`src/hw/rtl/tlm_pkg.sv`:
```
// ----------------------------------------------------------------------------
// tlm_pkg
// Shared types and constants for the text layout metrics block.
// ----------------------------------------------------------------------------
package tlm_pkg;

   localparam int TLM_ACC_WIDTH = 24;
   localparam int CP_WIDTH      = 21;
   localparam int EXT_WIDTH     = 10;
   localparam int ORIGIN_WIDTH  = 7;
   localparam int OUT_WIDTH     = 23;

   localparam logic [CP_WIDTH-1:0]  CP_CR  = 21'd13;
   localparam logic [CP_WIDTH-1:0]  CP_LF  = 21'd10;
   localparam logic [CP_WIDTH-1:0]  CP_TAB = 21'd9;

   localparam logic [7:0]           LINE_SIZE_DEFAULT = 8'd16;
   localparam logic [15:0]          WRAP_WIDTH_DEFAULT = 16'd0;
   localparam logic [OUT_WIDTH-1:0] OUT_MAX = 23'h7FFFFF;
   // yadv + height peaks at 127 + 255
   localparam logic [EXT_WIDTH-1:0] EXT_MAX = 10'd382;

   typedef enum logic [0:0] {
      REG_LINE_SIZE  = 1'b0,
      REG_WRAP_WIDTH = 1'b1
   } tlm_reg_type;

   typedef struct packed {
      logic                last_char;
      logic                glyph_found;
      logic signed [7:0]   top_bearing;
      logic signed [7:0]   left_bearing;
      logic [7:0]          glyph_height;
      logic signed [7:0]   y_advance;
      logic signed [7:0]   x_advance;
      logic [CP_WIDTH-1:0] code_point;
   } tlm_item_type;

endpackage

```
`src/hw/rtl/text_layout_metrics.sv`:
```
// ----------------------------------------------------------------------------
// text_layout_metrics
// Measures a stream of decoded characters as a text box.
//
// Requests arrive on the req_ channel: one code point per beat with its glyph
// metrics in req_tdata, the glyph-found flag in req_tuser and the end of the
// string on req_tlast. Pen position, line extent, widest line and height are
// tracked per character; carriage return, line feed and tab move the pen, and
// a glyph passing the wrap width opens a new line. On the last character one
// result (origin, width, height) goes out on rsp_ and the running state clears.
// A request is held in an input register; from there the running-state registers
// and, for a last character, the result register are loaded together.
// Throughput: one request per cycle while not stalled; the running-state update
// is a single add, compare and saturate per accumulator between the two registers.
// When the receiver stalls, the result register holds and the block keeps
// taking requests until a further last character reaches the update stage.
// Reset clears the running state, sets line_size to 16 and wrap_width to 0.
// Registers (csr_, 4-byte stride): 0 line_size, 4 wrap_width.
// ----------------------------------------------------------------------------
module text_layout_metrics
   import tlm_pkg::*;
#(
   parameter int ACC_WIDTH = TLM_ACC_WIDTH
) (
   input  logic        clock,
   input  logic        reset,
   // request channel
   input  logic        req_tvalid,
   output logic        req_tready,
   // code_point[20:0], x_advance[28:21], y_advance[36:29], glyph_height[44:37],
   // left_bearing[52:45], top_bearing[60:53], zero[63:61]
   input  logic [63:0] req_tdata,
   // glyph_found[0]
   input  logic        req_tuser,
   input  logic        req_tlast,
   // result channel
   output logic        rsp_tvalid,
   input  logic        rsp_tready,
   // origin_x[6:0], origin_y[13:7], text_width[36:14], text_height[59:37],
   // zero[63:60]
   output logic [63:0] rsp_tdata,
   // configuration
   input  logic        csr_psel,
   input  logic        csr_penable,
   input  logic        csr_pwrite,
   input  logic [2:0]  csr_paddr,
   input  logic [31:0] csr_pwdata,
   output logic [31:0] csr_prdata,
   output logic        csr_pready
);

   localparam logic [ACC_WIDTH-1:0] AccMax = {1'b0, {(ACC_WIDTH-1){1'b1}}};
   localparam logic [ACC_WIDTH-1:0] AccMin = {1'b1, {(ACC_WIDTH-1){1'b0}}};
   localparam logic [ACC_WIDTH-1:0] OutLim =
      (ACC_WIDTH >= OUT_WIDTH + 1) ? ACC_WIDTH'(OUT_MAX) : AccMax;

   // configuration
   logic [7:0]  line_size_ff;
   logic [15:0] wrap_width_ff;
   logic        csr_write;
   tlm_reg_type csr_reg;

   // input register
   tlm_item_type in_ff;
   logic         in_valid_ff;
   logic         stall;
   logic         proc;

   // running state
   logic [ACC_WIDTH-1:0]    line_width_ff,  line_width_in;
   logic [ACC_WIDTH-1:0]    text_y_ff,      text_y_in;
   logic [EXT_WIDTH-1:0]    line_extent_ff, line_extent_in;
   logic [ACC_WIDTH-1:0]    max_width_ff,   max_width_in;
   logic [ACC_WIDTH-1:0]    max_height_ff,  max_height_in;
   logic [ORIGIN_WIDTH-1:0] best_left_ff,   best_left_in;
   logic [ORIGIN_WIDTH-1:0] best_top_ff,    best_top_in;
   logic                    at_line_start_ff, at_line_start_in;
   logic                    on_first_row_ff,  on_first_row_in;

   // result register
   logic        rsp_valid_ff;
   logic [63:0] rsp_data_ff, rsp_data_in;

   // datapath
   logic [7:0]           size;
   logic [ACC_WIDTH:0]   xadv_ext;
   logic [ACC_WIDTH:0]   pen_sum;
   logic [ACC_WIDTH:0]   tab_sum;
   logic [ACC_WIDTH:0]   wrap_ext;
   logic [ACC_WIDTH:0]   ty_sum;
   logic [ACC_WIDTH-1:0] ty_newline;
   logic                 wrap_hit;
   logic [EXT_WIDTH-1:0] ext_cand;
   logic [EXT_WIDTH-1:0] ext_base;
   logic                 start_eff;
   logic                 first_eff;
   logic [ACC_WIDTH-1:0] lw_next, ty_next, mw_next, mh_next;
   logic [EXT_WIDTH-1:0] ext_next;
   logic [ACC_WIDTH:0]   th_sum;
   logic [ACC_WIDTH-1:0] tw_lim;
   logic [ACC_WIDTH:0]   th_lim;

   function automatic logic [ACC_WIDTH-1:0] sat_acc(input logic [ACC_WIDTH:0] s);
      logic [ACC_WIDTH-1:0] r;
      if (s[ACC_WIDTH] != s[ACC_WIDTH-1]) begin
         r = s[ACC_WIDTH] ? AccMin : AccMax;
      end else begin
         r = s[ACC_WIDTH-1:0];
      end
      return r;
   endfunction

   // ---------------------------------------------------------------- config
   assign csr_pready = 1'b1;
   assign csr_write  = csr_psel && csr_penable && csr_pwrite && csr_pready;
   assign csr_reg    = tlm_reg_type'(csr_paddr[2]);

   always_ff @(posedge clock) begin
      if (reset) begin
         line_size_ff  <= LINE_SIZE_DEFAULT;
         wrap_width_ff <= WRAP_WIDTH_DEFAULT;
      end else if (csr_write) begin
         unique case (csr_reg)
            REG_LINE_SIZE:  line_size_ff  <= csr_pwdata[7:0];
            REG_WRAP_WIDTH: wrap_width_ff <= csr_pwdata[15:0];
            default: ;
         endcase
      end
   end

   always_comb begin
      unique case (csr_reg)
         REG_LINE_SIZE:  csr_prdata = {24'd0, line_size_ff};
         REG_WRAP_WIDTH: csr_prdata = {16'd0, wrap_width_ff};
         default:        csr_prdata = 32'd0;
      endcase
   end

   // ------------------------------------------------------------ handshake
   // Only a last character needs the result register free.
   assign stall      = in_valid_ff && in_ff.last_char && rsp_valid_ff && !rsp_tready;
   assign proc       = in_valid_ff && !stall;
   assign req_tready = !stall;

   always_ff @(posedge clock) begin
      if (reset) begin
         in_valid_ff <= 1'b0;
      end else if (req_tready) begin
         in_valid_ff <= req_tvalid;
      end
   end

   always_ff @(posedge clock) begin
      if (req_tvalid && req_tready) begin
         in_ff.code_point   <= req_tdata[20:0];
         in_ff.x_advance    <= req_tdata[28:21];
         in_ff.y_advance    <= req_tdata[36:29];
         in_ff.glyph_height <= req_tdata[44:37];
         in_ff.left_bearing <= req_tdata[52:45];
         in_ff.top_bearing  <= req_tdata[60:53];
         in_ff.glyph_found  <= req_tuser;
         in_ff.last_char    <= req_tlast;
      end
   end

   // ---------------------------------------------------------- arithmetic
   assign size     = (line_size_ff == 8'd0) ? LINE_SIZE_DEFAULT : line_size_ff;
   assign xadv_ext = {{(ACC_WIDTH-7){in_ff.x_advance[7]}}, in_ff.x_advance};
   assign pen_sum  = {line_width_ff[ACC_WIDTH-1], line_width_ff} + xadv_ext;
   assign tab_sum  = {line_width_ff[ACC_WIDTH-1], line_width_ff}
                   + {{(ACC_WIDTH-8){1'b0}}, size, 1'b0};
   assign wrap_ext = {{(ACC_WIDTH-15){1'b0}}, wrap_width_ff};
   assign wrap_hit = (wrap_width_ff != 16'd0) && ($signed(pen_sum) > $signed(wrap_ext));
   assign ty_sum   = {1'b0, text_y_ff} + {{(ACC_WIDTH-7){1'b0}}, size};
   assign ty_newline = (ty_sum > {1'b0, AccMax}) ? AccMax : ty_sum[ACC_WIDTH-1:0];
   assign ext_cand = {{(EXT_WIDTH-8){in_ff.y_advance[7]}}, in_ff.y_advance}
                   + {{(EXT_WIDTH-8){1'b0}}, in_ff.glyph_height};

   always_comb begin
      lw_next          = line_width_ff;
      ty_next          = text_y_ff;
      ext_next         = line_extent_ff;
      best_left_in     = best_left_ff;
      best_top_in      = best_top_ff;
      at_line_start_in = at_line_start_ff;
      on_first_row_in  = on_first_row_ff;
      start_eff        = at_line_start_ff;
      first_eff        = on_first_row_ff;
      ext_base         = line_extent_ff;

      case (in_ff.code_point)
         CP_CR: begin
            lw_next          = '0;
            at_line_start_in = 1'b1;
         end
         CP_LF: begin
            lw_next          = '0;
            ty_next          = ty_newline;
            ext_next         = '0;
            at_line_start_in = 1'b1;
            on_first_row_in  = 1'b0;
         end
         CP_TAB: begin
            lw_next          = sat_acc(tab_sum);
            at_line_start_in = 1'b0;
         end
         default: begin
            if (in_ff.glyph_found) begin
               // a wrapping glyph opens the new line
               if (wrap_hit) begin
                  ty_next         = ty_newline;
                  start_eff       = 1'b1;
                  first_eff       = 1'b0;
                  ext_base        = '0;
                  on_first_row_in = 1'b0;
                  lw_next         = xadv_ext[ACC_WIDTH-1:0];
               end else begin
                  lw_next = sat_acc(pen_sum);
               end
               ext_next = ($signed(ext_cand) > $signed(ext_base)) ? ext_cand : ext_base;
               if (start_eff && ($signed(in_ff.left_bearing) > $signed({1'b0, best_left_ff}))) begin
                  best_left_in = in_ff.left_bearing[ORIGIN_WIDTH-1:0];
               end
               if (first_eff && ($signed(in_ff.top_bearing) > $signed({1'b0, best_top_ff}))) begin
                  best_top_in = in_ff.top_bearing[ORIGIN_WIDTH-1:0];
               end
            end
            at_line_start_in = 1'b0;
         end
      endcase

      mw_next = ($signed(lw_next) > $signed(max_width_ff)) ? lw_next : max_width_ff;
      mh_next = (ty_next > max_height_ff) ? ty_next : max_height_ff;

      tw_lim = (mw_next > OutLim) ? OutLim : mw_next;
      th_sum = {1'b0, mh_next} + (ACC_WIDTH+1)'(ext_next);
      th_lim = (th_sum > {1'b0, OutLim}) ? {1'b0, OutLim} : th_sum;

      rsp_data_in = {4'd0, OUT_WIDTH'(th_lim), OUT_WIDTH'(tw_lim),
                     best_top_in, best_left_in};

      line_width_in  = lw_next;
      text_y_in      = ty_next;
      line_extent_in = ext_next;
      max_width_in   = mw_next;
      max_height_in  = mh_next;

      // end of string: drop the running state
      if (in_ff.last_char) begin
         line_width_in    = '0;
         text_y_in        = '0;
         line_extent_in   = '0;
         max_width_in     = '0;
         max_height_in    = '0;
         best_left_in     = '0;
         best_top_in      = '0;
         at_line_start_in = 1'b1;
         on_first_row_in  = 1'b1;
      end
   end

   always_ff @(posedge clock) begin
      if (reset) begin
         line_width_ff    <= '0;
         text_y_ff        <= '0;
         line_extent_ff   <= '0;
         max_width_ff     <= '0;
         max_height_ff    <= '0;
         best_left_ff     <= '0;
         best_top_ff      <= '0;
         at_line_start_ff <= 1'b1;
         on_first_row_ff  <= 1'b1;
      end else if (proc) begin
         line_width_ff    <= line_width_in;
         text_y_ff        <= text_y_in;
         line_extent_ff   <= line_extent_in;
         max_width_ff     <= max_width_in;
         max_height_ff    <= max_height_in;
         best_left_ff     <= best_left_in;
         best_top_ff      <= best_top_in;
         at_line_start_ff <= at_line_start_in;
         on_first_row_ff  <= on_first_row_in;
      end
   end

   // -------------------------------------------------------------- result
   always_ff @(posedge clock) begin
      if (reset) begin
         rsp_valid_ff <= 1'b0;
      end else if (proc && in_ff.last_char) begin
         rsp_valid_ff <= 1'b1;
      end else if (rsp_tready) begin
         rsp_valid_ff <= 1'b0;
      end
   end

   always_ff @(posedge clock) begin
      if (proc && in_ff.last_char) begin
         rsp_data_ff <= rsp_data_in;
      end
   end

   assign rsp_tvalid = rsp_valid_ff;
   assign rsp_tdata  = rsp_data_ff;

`ifndef SYNTHESIS
   a_stall_cause: assert property (@(posedge clock) disable iff (reset)
      !req_tready |-> (in_valid_ff && in_ff.last_char && rsp_tvalid && !rsp_tready))
      else $error("request stalled without a held result");

   a_last_gives_result: assert property (@(posedge clock) disable iff (reset)
      (proc && in_ff.last_char) |=> (rsp_tvalid && at_line_start_ff && on_first_row_ff
                                     && (line_width_ff == '0) && (max_height_ff == '0)))
      else $error("last character did not produce a result and clear state");

   a_totals_positive: assert property (@(posedge clock) disable iff (reset)
      !max_width_ff[ACC_WIDTH-1] && !max_height_ff[ACC_WIDTH-1] && !text_y_ff[ACC_WIDTH-1])
      else $error("width or height accumulator went negative");

   a_extent_range: assert property (@(posedge clock) disable iff (reset)
      line_extent_ff <= EXT_MAX)
      else $error("line extent out of range");
`endif

endmodule
```
`config.mk`:
```
export PLATFORM = sky130hd
export DESIGN_NAME = text_layout_metrics
export DESIGN_NICKNAME = d
export VERILOG_FILES = /design/src/hw/rtl/tlm_pkg.sv /design/src/hw/rtl/text_layout_metrics.sv
export SDC_FILE = /design/constraint.sdc
export NUM_CORES = 1
export LEC_CHECK = 0
export ABC_AREA = 1
export BUFFER_PORTS_ARGS = -buffer_cell sky130_fd_sc_hd__clkbuf_2
export CAP_MARGIN = 20
export CORE_ASPECT_RATIO = 1.75
export CORE_MARGIN = 5
export CORE_UTILIZATION = 55
export DETAILED_ROUTE_END_ITERATION = 10
export GPL_TIMING_DRIVEN = 0
export PLACE_DENSITY = 0.77
export SLEW_MARGIN = 20
export SYNTH_ARGS = -nofsm -noshare
export SYNTH_HDL_FRONTEND = slang
export SYNTH_SLANG_ARGS = --single-unit
```
`constraint.sdc`:
```
create_clock -name clock -period 8.6 [get_ports clock]
set_input_delay 1.72 -clock clock [delete_from_list [all_inputs] [get_ports clock]]
set_output_delay 1.72 -clock clock [all_outputs]
set_load 0.05 [all_outputs]
```
# Word-level counts from Yosys, hierarchy flattened
# Index checks and enable logic that the tools add are counted.
dict set report word_totals {
  regBits 271
  out_inout_bits 99
  elab_cells 114
  input_bits 108
}
dict set report op_classes {
  eq_ne 6
  mux 46
  n_reduce_logical 23
  order_cmp 9
  n_addsub 5
  bitwise 1
}
# op count
set op_table {}
lappend op_table {{$mux W24} 15}
lappend op_table {{$pmux W24 S2} 2}
lappend op_table {{$pmux W32 S2} 1}
lappend op_table {{$eq A21 B4 Y1 const B} 3}
lappend op_table {{$mux W10} 6}
lappend op_table {{$mux W7} 8}
lappend op_table {{$add A24 B10 Y25} 2}
lappend op_table {{$add A24 B8 Y25} 2}
lappend op_table {{$gt A25 B23 Y1 const B} 2}
lappend op_table {{$gt A24 B24 Y1} 2}
lappend op_table {{$gt A25 B17 Y1} 1}
lappend op_table {{$gt A24 B23 Y1 const B} 1}
lappend op_table {{$pmux W10 S2} 1}
lappend op_table {{$gt A8 B8 Y1} 2}
lappend op_table {{$reduce_bool A16 Y1} 1}
lappend op_table {{$logic_and A1 B1 Y1} 11}
lappend op_table {{$mux W1} 11}
lappend op_table {{$add A8 B9 Y10} 1}
lappend op_table {{$gt A10 B10 Y1} 1}
lappend op_table {{$logic_not A8 Y1} 1}
lappend op_table {{$mux W8} 1}
lappend op_table {{$reduce_and A2 Y1} 2}
lappend op_table {{$reduce_or A2 Y1} 2}
lappend op_table {{$reduce_and A3 Y1} 1}
lappend op_table {{other kinds (8)} 10}

# Logic depth before layout (Yosys ltp)
dict set report logic_depth {
  word_depth 12
  depth_mapped 68
}

# Least setup slack after synthesis
# Ideal clock, no wire load.
dict set report synth_timing {
  kind {register -> register}
  from {register in_ff[28] (netlist bit)}
  to {register rsp_data_ff[55], in the netlist rsp_tdata[55], data pin}
  slack_ps 184
  path_stages_with_launch 54
  required_time_ps 8345
  period_less_slack_ps 8416
  arrival_ps 8160
  path_cell_list {edfxtp_1 > ha_1 > nand2_2 > inv_2 > a21oi_1 > nand2_2 > xor2_1 > ha_1 > nand2_1 > nor2_1 > nand3b_1 > nand3_1 > nand2_1 > nand2_1 > nand2_1 > nand2_1 > nand2_1 > nand4_1 > [... 18 more ...] > nand2_1 > o21ai_0 > ha_1 > inv_1 > fa_1 > o21ai_0 > a21oi_1 > o21bai_1 > a21oi_1 > o21bai_1 > a21oi_1 > o21ai_0 > nand2_1 > nor2_1 > nand2_1 > nor2_2 > xnor2_1 > nand2_2}
}
dict set report synth_via {
  elab_chain_cells 12
}
# element line
set synth_rtl {}
lappend synth_rtl {{start, declared} text_layout_metrics.sv:64} ;# tlm_item_type in_ff;
lappend synth_rtl {{$add A24 B8 Y25 (*)} text_layout_metrics.sv:169} ;# assign pen_sum = {line_width_ff[ACC_WIDTH-1], line_width_ff} + xadv_ext;
lappend synth_rtl {{$gt A25 B17 Y1 (*)} text_layout_metrics.sv:173} ;# assign wrap_hit = (wrap_width_ff != 16'd0) && ($signed(pen_sum) > $signed(wrap_ext));
lappend synth_rtl {{$logic_and A1 B1 Y1 (*)} text_layout_metrics.sv:173}
lappend synth_rtl {{$mux W10} text_layout_metrics.sv:210} ;# if (wrap_hit) begin
lappend synth_rtl {{$mux W10} text_layout_metrics.sv:208} ;# if (in_ff.glyph_found) begin
lappend synth_rtl {{$mux W10} text_layout_metrics.sv:191} ;# case (in_ff.code_point)
lappend synth_rtl {{$gt A10 B10 Y1} text_layout_metrics.sv:220} ;# ext_next = ($signed(ext_cand) > $signed(ext_base)) ? ext_cand : ext_base;
lappend synth_rtl {{$mux W10} text_layout_metrics.sv:220}
lappend synth_rtl {{$mux W10} text_layout_metrics.sv:208}
lappend synth_rtl {{$pmux W10 S2} text_layout_metrics.sv:191}
lappend synth_rtl {{$add A24 B10 Y25 (*)} text_layout_metrics.sv:236} ;# th_sum = {1'b0, mh_next} + (ACC_WIDTH+1)'(ext_next);
lappend synth_rtl {{$gt A25 B23 Y1} text_layout_metrics.sv:237} ;# th_lim = (th_sum > {1'b0, OutLim}) ? {1'b0, OutLim} : th_sum;
lappend synth_rtl {{end signal, assigned} text_layout_metrics.sv:299} ;# rsp_data_ff <= rsp_data_in;
lappend synth_rtl {{end, declared} text_layout_metrics.sv:82} ;# logic [63:0] rsp_data_ff, rsp_data_in;
# Mark *: on every way between the ends. The rest lies on a longest branch, timed or not. The select of a mux whose other input is x is not followed.
# A chain may end at the register's enable or synchronous reset.

# Final worst setup path
dict set report layout_timing {
  from {register in_ff[28] (netlist bit)}
  to {register rsp_data_ff[43], in the netlist rsp_tdata[43], data pin}
}
# Same word-level chain as after synthesis.

==> summary.txt <==
Cells and area
  • Nets@finish: 3166
  • Layout area overhead: 19.8%
  • Layout cells sized above 1: 18.2%
  • Filler cells: 2968

Die
  • # IOs: 207
  • DIE HEIGHT: 256 um
  • Die W: 151 um
  • Initial cell density of the core: 55.4%
  • Core area: 0.0343 mm^2
  • Die footprint: 0.0385 mm^2
  • Cell Rows: 90

Pwr
  • Worst vdd ir: 0.182 mV
  • Total Power: 3.83 mW
  • P_leak: 10.0 nW
  • Power per Cell Area: 168 mW/mm^2

STA
  • Final Max Tran Viols: 0
  • Final worst path period share: 97.8%
  • Fmax: 0.119 GHz
  • Minimum clock period after layout: 8.41 ns
  • Worst Skew: 0.0204 ns
  • Hold violation count in the final report: 0
  • Setup TNS: 0 ns
  • RSZ-0062 raised after global routing: yes
  • Max-Slew Margin vs Limit: 33.4%
  • Setup violations, final: 0
  • Worst Tran Pin Value: 0.993 ns

Critical path
  • Number of cells on the critical path: 52
  • R2R setup slack: 0.19 ns
  • Maximum fanout along the worst path: 10
  • Worst path buffer plus inverter count: 20
  • Setup CP Type: reg -> reg
  • CP max stage delay: 0.44 ns
  • FF-to-FF End: rsp_tdata[43]
  • Worst path required time: 8.92 ns
  • Critical Path AT: 8.74 ns
  • Crit path launch type: flip-flop
  • R2r startpoint: in_ff[28]
  • Register-to-Register Path Depth: 52
  • Worst path most repeated cell: buf_4
  • Setup crit end kind: flip-flop
  • Slowest cell on crit path: edfxtp_1
  • Crit path max-delay family: simple AND/OR/NAND/NOR gates

Clocking
  • Worst skew pair latency: 0.57 ns
  • Sink Count: 271
  • CTS Hold Buffers Added: 0
  • CTS tree: built
  • CTS Root Cell: clkbuf_16
  • Maximum clock insertion buffer count: 3
  • Clock transition at path regs: 0.06 ns
  • Number of buffers inserted during clock tree synthesis: 27
  • H-tree depth: 1

Worst hold path
  • Worst hold start: max_width_ff[12]
  • WHS Endpoint: max_width_ff[12]
  • Worst Hold Depth: 2
  • Worst hold path class: reg -> reg

Global route
  • Gr usage total: 33.5%
  • Initial antenna violation count: 4
  • Vias in the first global route: 19100
  • Congestion Overflow GR: 0
  • Largest net degree at the start of global routing: 27
  • First-pass GRT wire length: 100000 um

Drt
  • Drt first pass iters: 5
  • DR iter-0 viols: 1219
  • Final ANT Viol Nets: 0
  • Vias: 19100
  • Vias/cell: 5.64
  • Drt wl/cell: 19.5 um
  • Final routed DRC violation total: 0
  • DRT Wirelength: 66100 um

Synth
  • Main synth FF type: dfxtp_1
  • Mapped Area: 0.0190 mm^2
  • Number of flops mapped to enable cells by yosys: 123
  • Synth warnings: 0
  • Mapped Avg Cell Area: 7.25 um^2
  • Ys async rst share: 0%
  • Post-synthesis instance total: 2622
  • Yosys cell types: 64
  • Sequential area share after synthesis: 35.0%
  • FF+latch count, synth: 271

Flow run
  • # Max-Cap Violations: 0

Place
  • Detailed Place HPWL: 52600 um
  • I/O Buffers: 163
  • Routability cong.: 0.977

Run status
  • Outcome: complete, no violations
## state kept, by name, summed over array words and instances, names as in the netlist
signal / cells
line_size_ff: 8
rsp_tvalid: 1
line_extent_ff: 10
max_height_ff: 24
in_ff: 63
wrap_width_ff: 16
text_y_ff: 24
rsp_tdata: 60
on_first_row_ff: 1
in_valid_ff: 1
line_width_ff: 24
at_line_start_ff: 1
best_top_ff: 7
best_left_ff: 7
max_width_ff: 24
## through the flow
| stage | utilization (%) | worst slack [ns] | hold slack, ns | area [um^2] | std cells |
|---|---|---|---|---|---|
| finish | 66.3 | 0.187 | 0.467 | 22800 | 3392 |
| global route | 66.3 | -0.176 | 0.481 | 22800 | 3392 |
| CTS | 63.9 | 0.0135 | 0.468 | 22000 | 3349 |
| detailed placement | 60.0 | -1.79 | 0.457 | 20600 | 3268 |
| global placement | 59.6 | -1.61 | 0.452 | 20500 | 3264 |
| floorplan | - | 0.184 | 0.445 | 19100 | 2641 |
## cell type report
class	count	area [um^2]	area share, %
antenna	4	10.0	0.0439
clock inverter	15	141	0.621
timing repair buffer	238	1490	6.52
sequential	271	6660	29.2
multi-input combinational	1924	11300	49.5
buffer	123	682	2.99
tap	460	576	2.53
inverter	321	1220	5.34
clock buffer	35	716	3.14
timing repair inverter	1	6.26	0.0275
## power by group
part	internal (mW)	switching [mW]	total [mW]
Clock	0.651	0.516	1.17
Sequential	1.44	0.0388	1.47
Combinational	0.394	0.794	1.19
## cells by family after synthesis
family / synth area share [%]
AOI/OAI and AO/OA: 14.9
xor gates and xnor gates: 3.55
adders and majority gates: 10.1
buffers and inverters: 9.64
DFF: 35.0
other: 0.0395
and+or+nand+nor: 26.8
## placed cells by master, fill, tap and decap left out, types with 18 or more instances in the layout
cell type  synthesis  routed
nand3_1          126     120
inv_2             21      19
o211ai_1          69      69
dfxtp_1          148     144
ha_1             146     123
clkbuf_2           1     164
conb_1             2      21
a21oi_1          242     232
xnor2_1           24      18
nand4_1           46      46
clkbuf_1          75      78
xor2_1            53      48
clkbuf_16          0      28
o21ai_0          118     108
inv_1            300     299
nor2_1           119     107
edfxtp_1         123     123
nand2_2           45      62
buf_4             23      90
nand2_1          771     750
## how the worst max path moves through the flow
stage                          endpoint  slack, ns      start
after floorplan           rsp_tdata[55]       0.18  in_ff[28]
after global placement    rsp_tdata[55]      -1.61  in_ff[28]
after detailed placement  rsp_tdata[55]      -1.79  in_ff[28]
after CTS                 rsp_tdata[45]       0.01  in_ff[21]
after global routing      rsp_tdata[43]      -0.18  in_ff[21]
final                     rsp_tdata[43]       0.19  in_ff[28]
## repair_timing
action | CTS | global route
pin swaps | 13 | 44
resized for setup | 56 | 124
gates cloned | 1 | 1
setup endpoints to repair | 23 | 32
setup buffers | 32 | 38
## synth_stat cells, types with 3 or more instances
cell,instances,share of area [%]
nand4_1,46,1.5
nand3_2,6,0.32
edfxtp_1,123,19
buf_2,13,0.34
nor3_2,4,0.21
or2_2,4,0.13
and2_1,3,0.099
buf_1,8,0.16
xor2_1,53,2.4
a31oi_1,5,0.16
a21boi_2,3,0.18
nor2_2,10,0.33
o22ai_1,5,0.16
nor3_1,18,0.47
a21oi_1,242,6.4
nor4_1,9,0.30
ha_1,146,9.6
a21o_1,5,0.20
fa_1,5,0.53
o21ai_1,9,0.24
buf_4,23,0.91
dfxtp_1,148,16
nand3b_1,5,0.20
o221ai_1,3,0.14
a211oi_1,5,0.20
nand2_1,771,15
xnor2_1,24,1.1
nor2_1,119,2.3
o21ai_0,118,3.1
o21bai_1,10,0.39
clkbuf_1,75,1.5
inv_1,300,5.9
nor2_4,4,0.24
nand2_2,45,1.5
buf_6,3,0.18
inv_2,21,0.41
nand3_1,126,3.3
o21a_1,6,0.24
o211ai_1,69,2.7
## metal layers
metal | vias to the layer above | wire [um] | GRT usage (%)
met5 | - | 0 | 0
met4 | 0 | 7650 | 30.2
met3 | 368 | 2610 | 3.12
met2 | 727 | 35200 | 62.7
met1 | 8815 | 20700 | 30.8
li1 | 9233 | - | -
## tightest hold or removal path, stage by stage (launching register included)
cell     delay (ns)
dfxtp_1        0.31
nand2_1        0.06
a21oi_1        0.05
(Power assumes the default switching activity.)
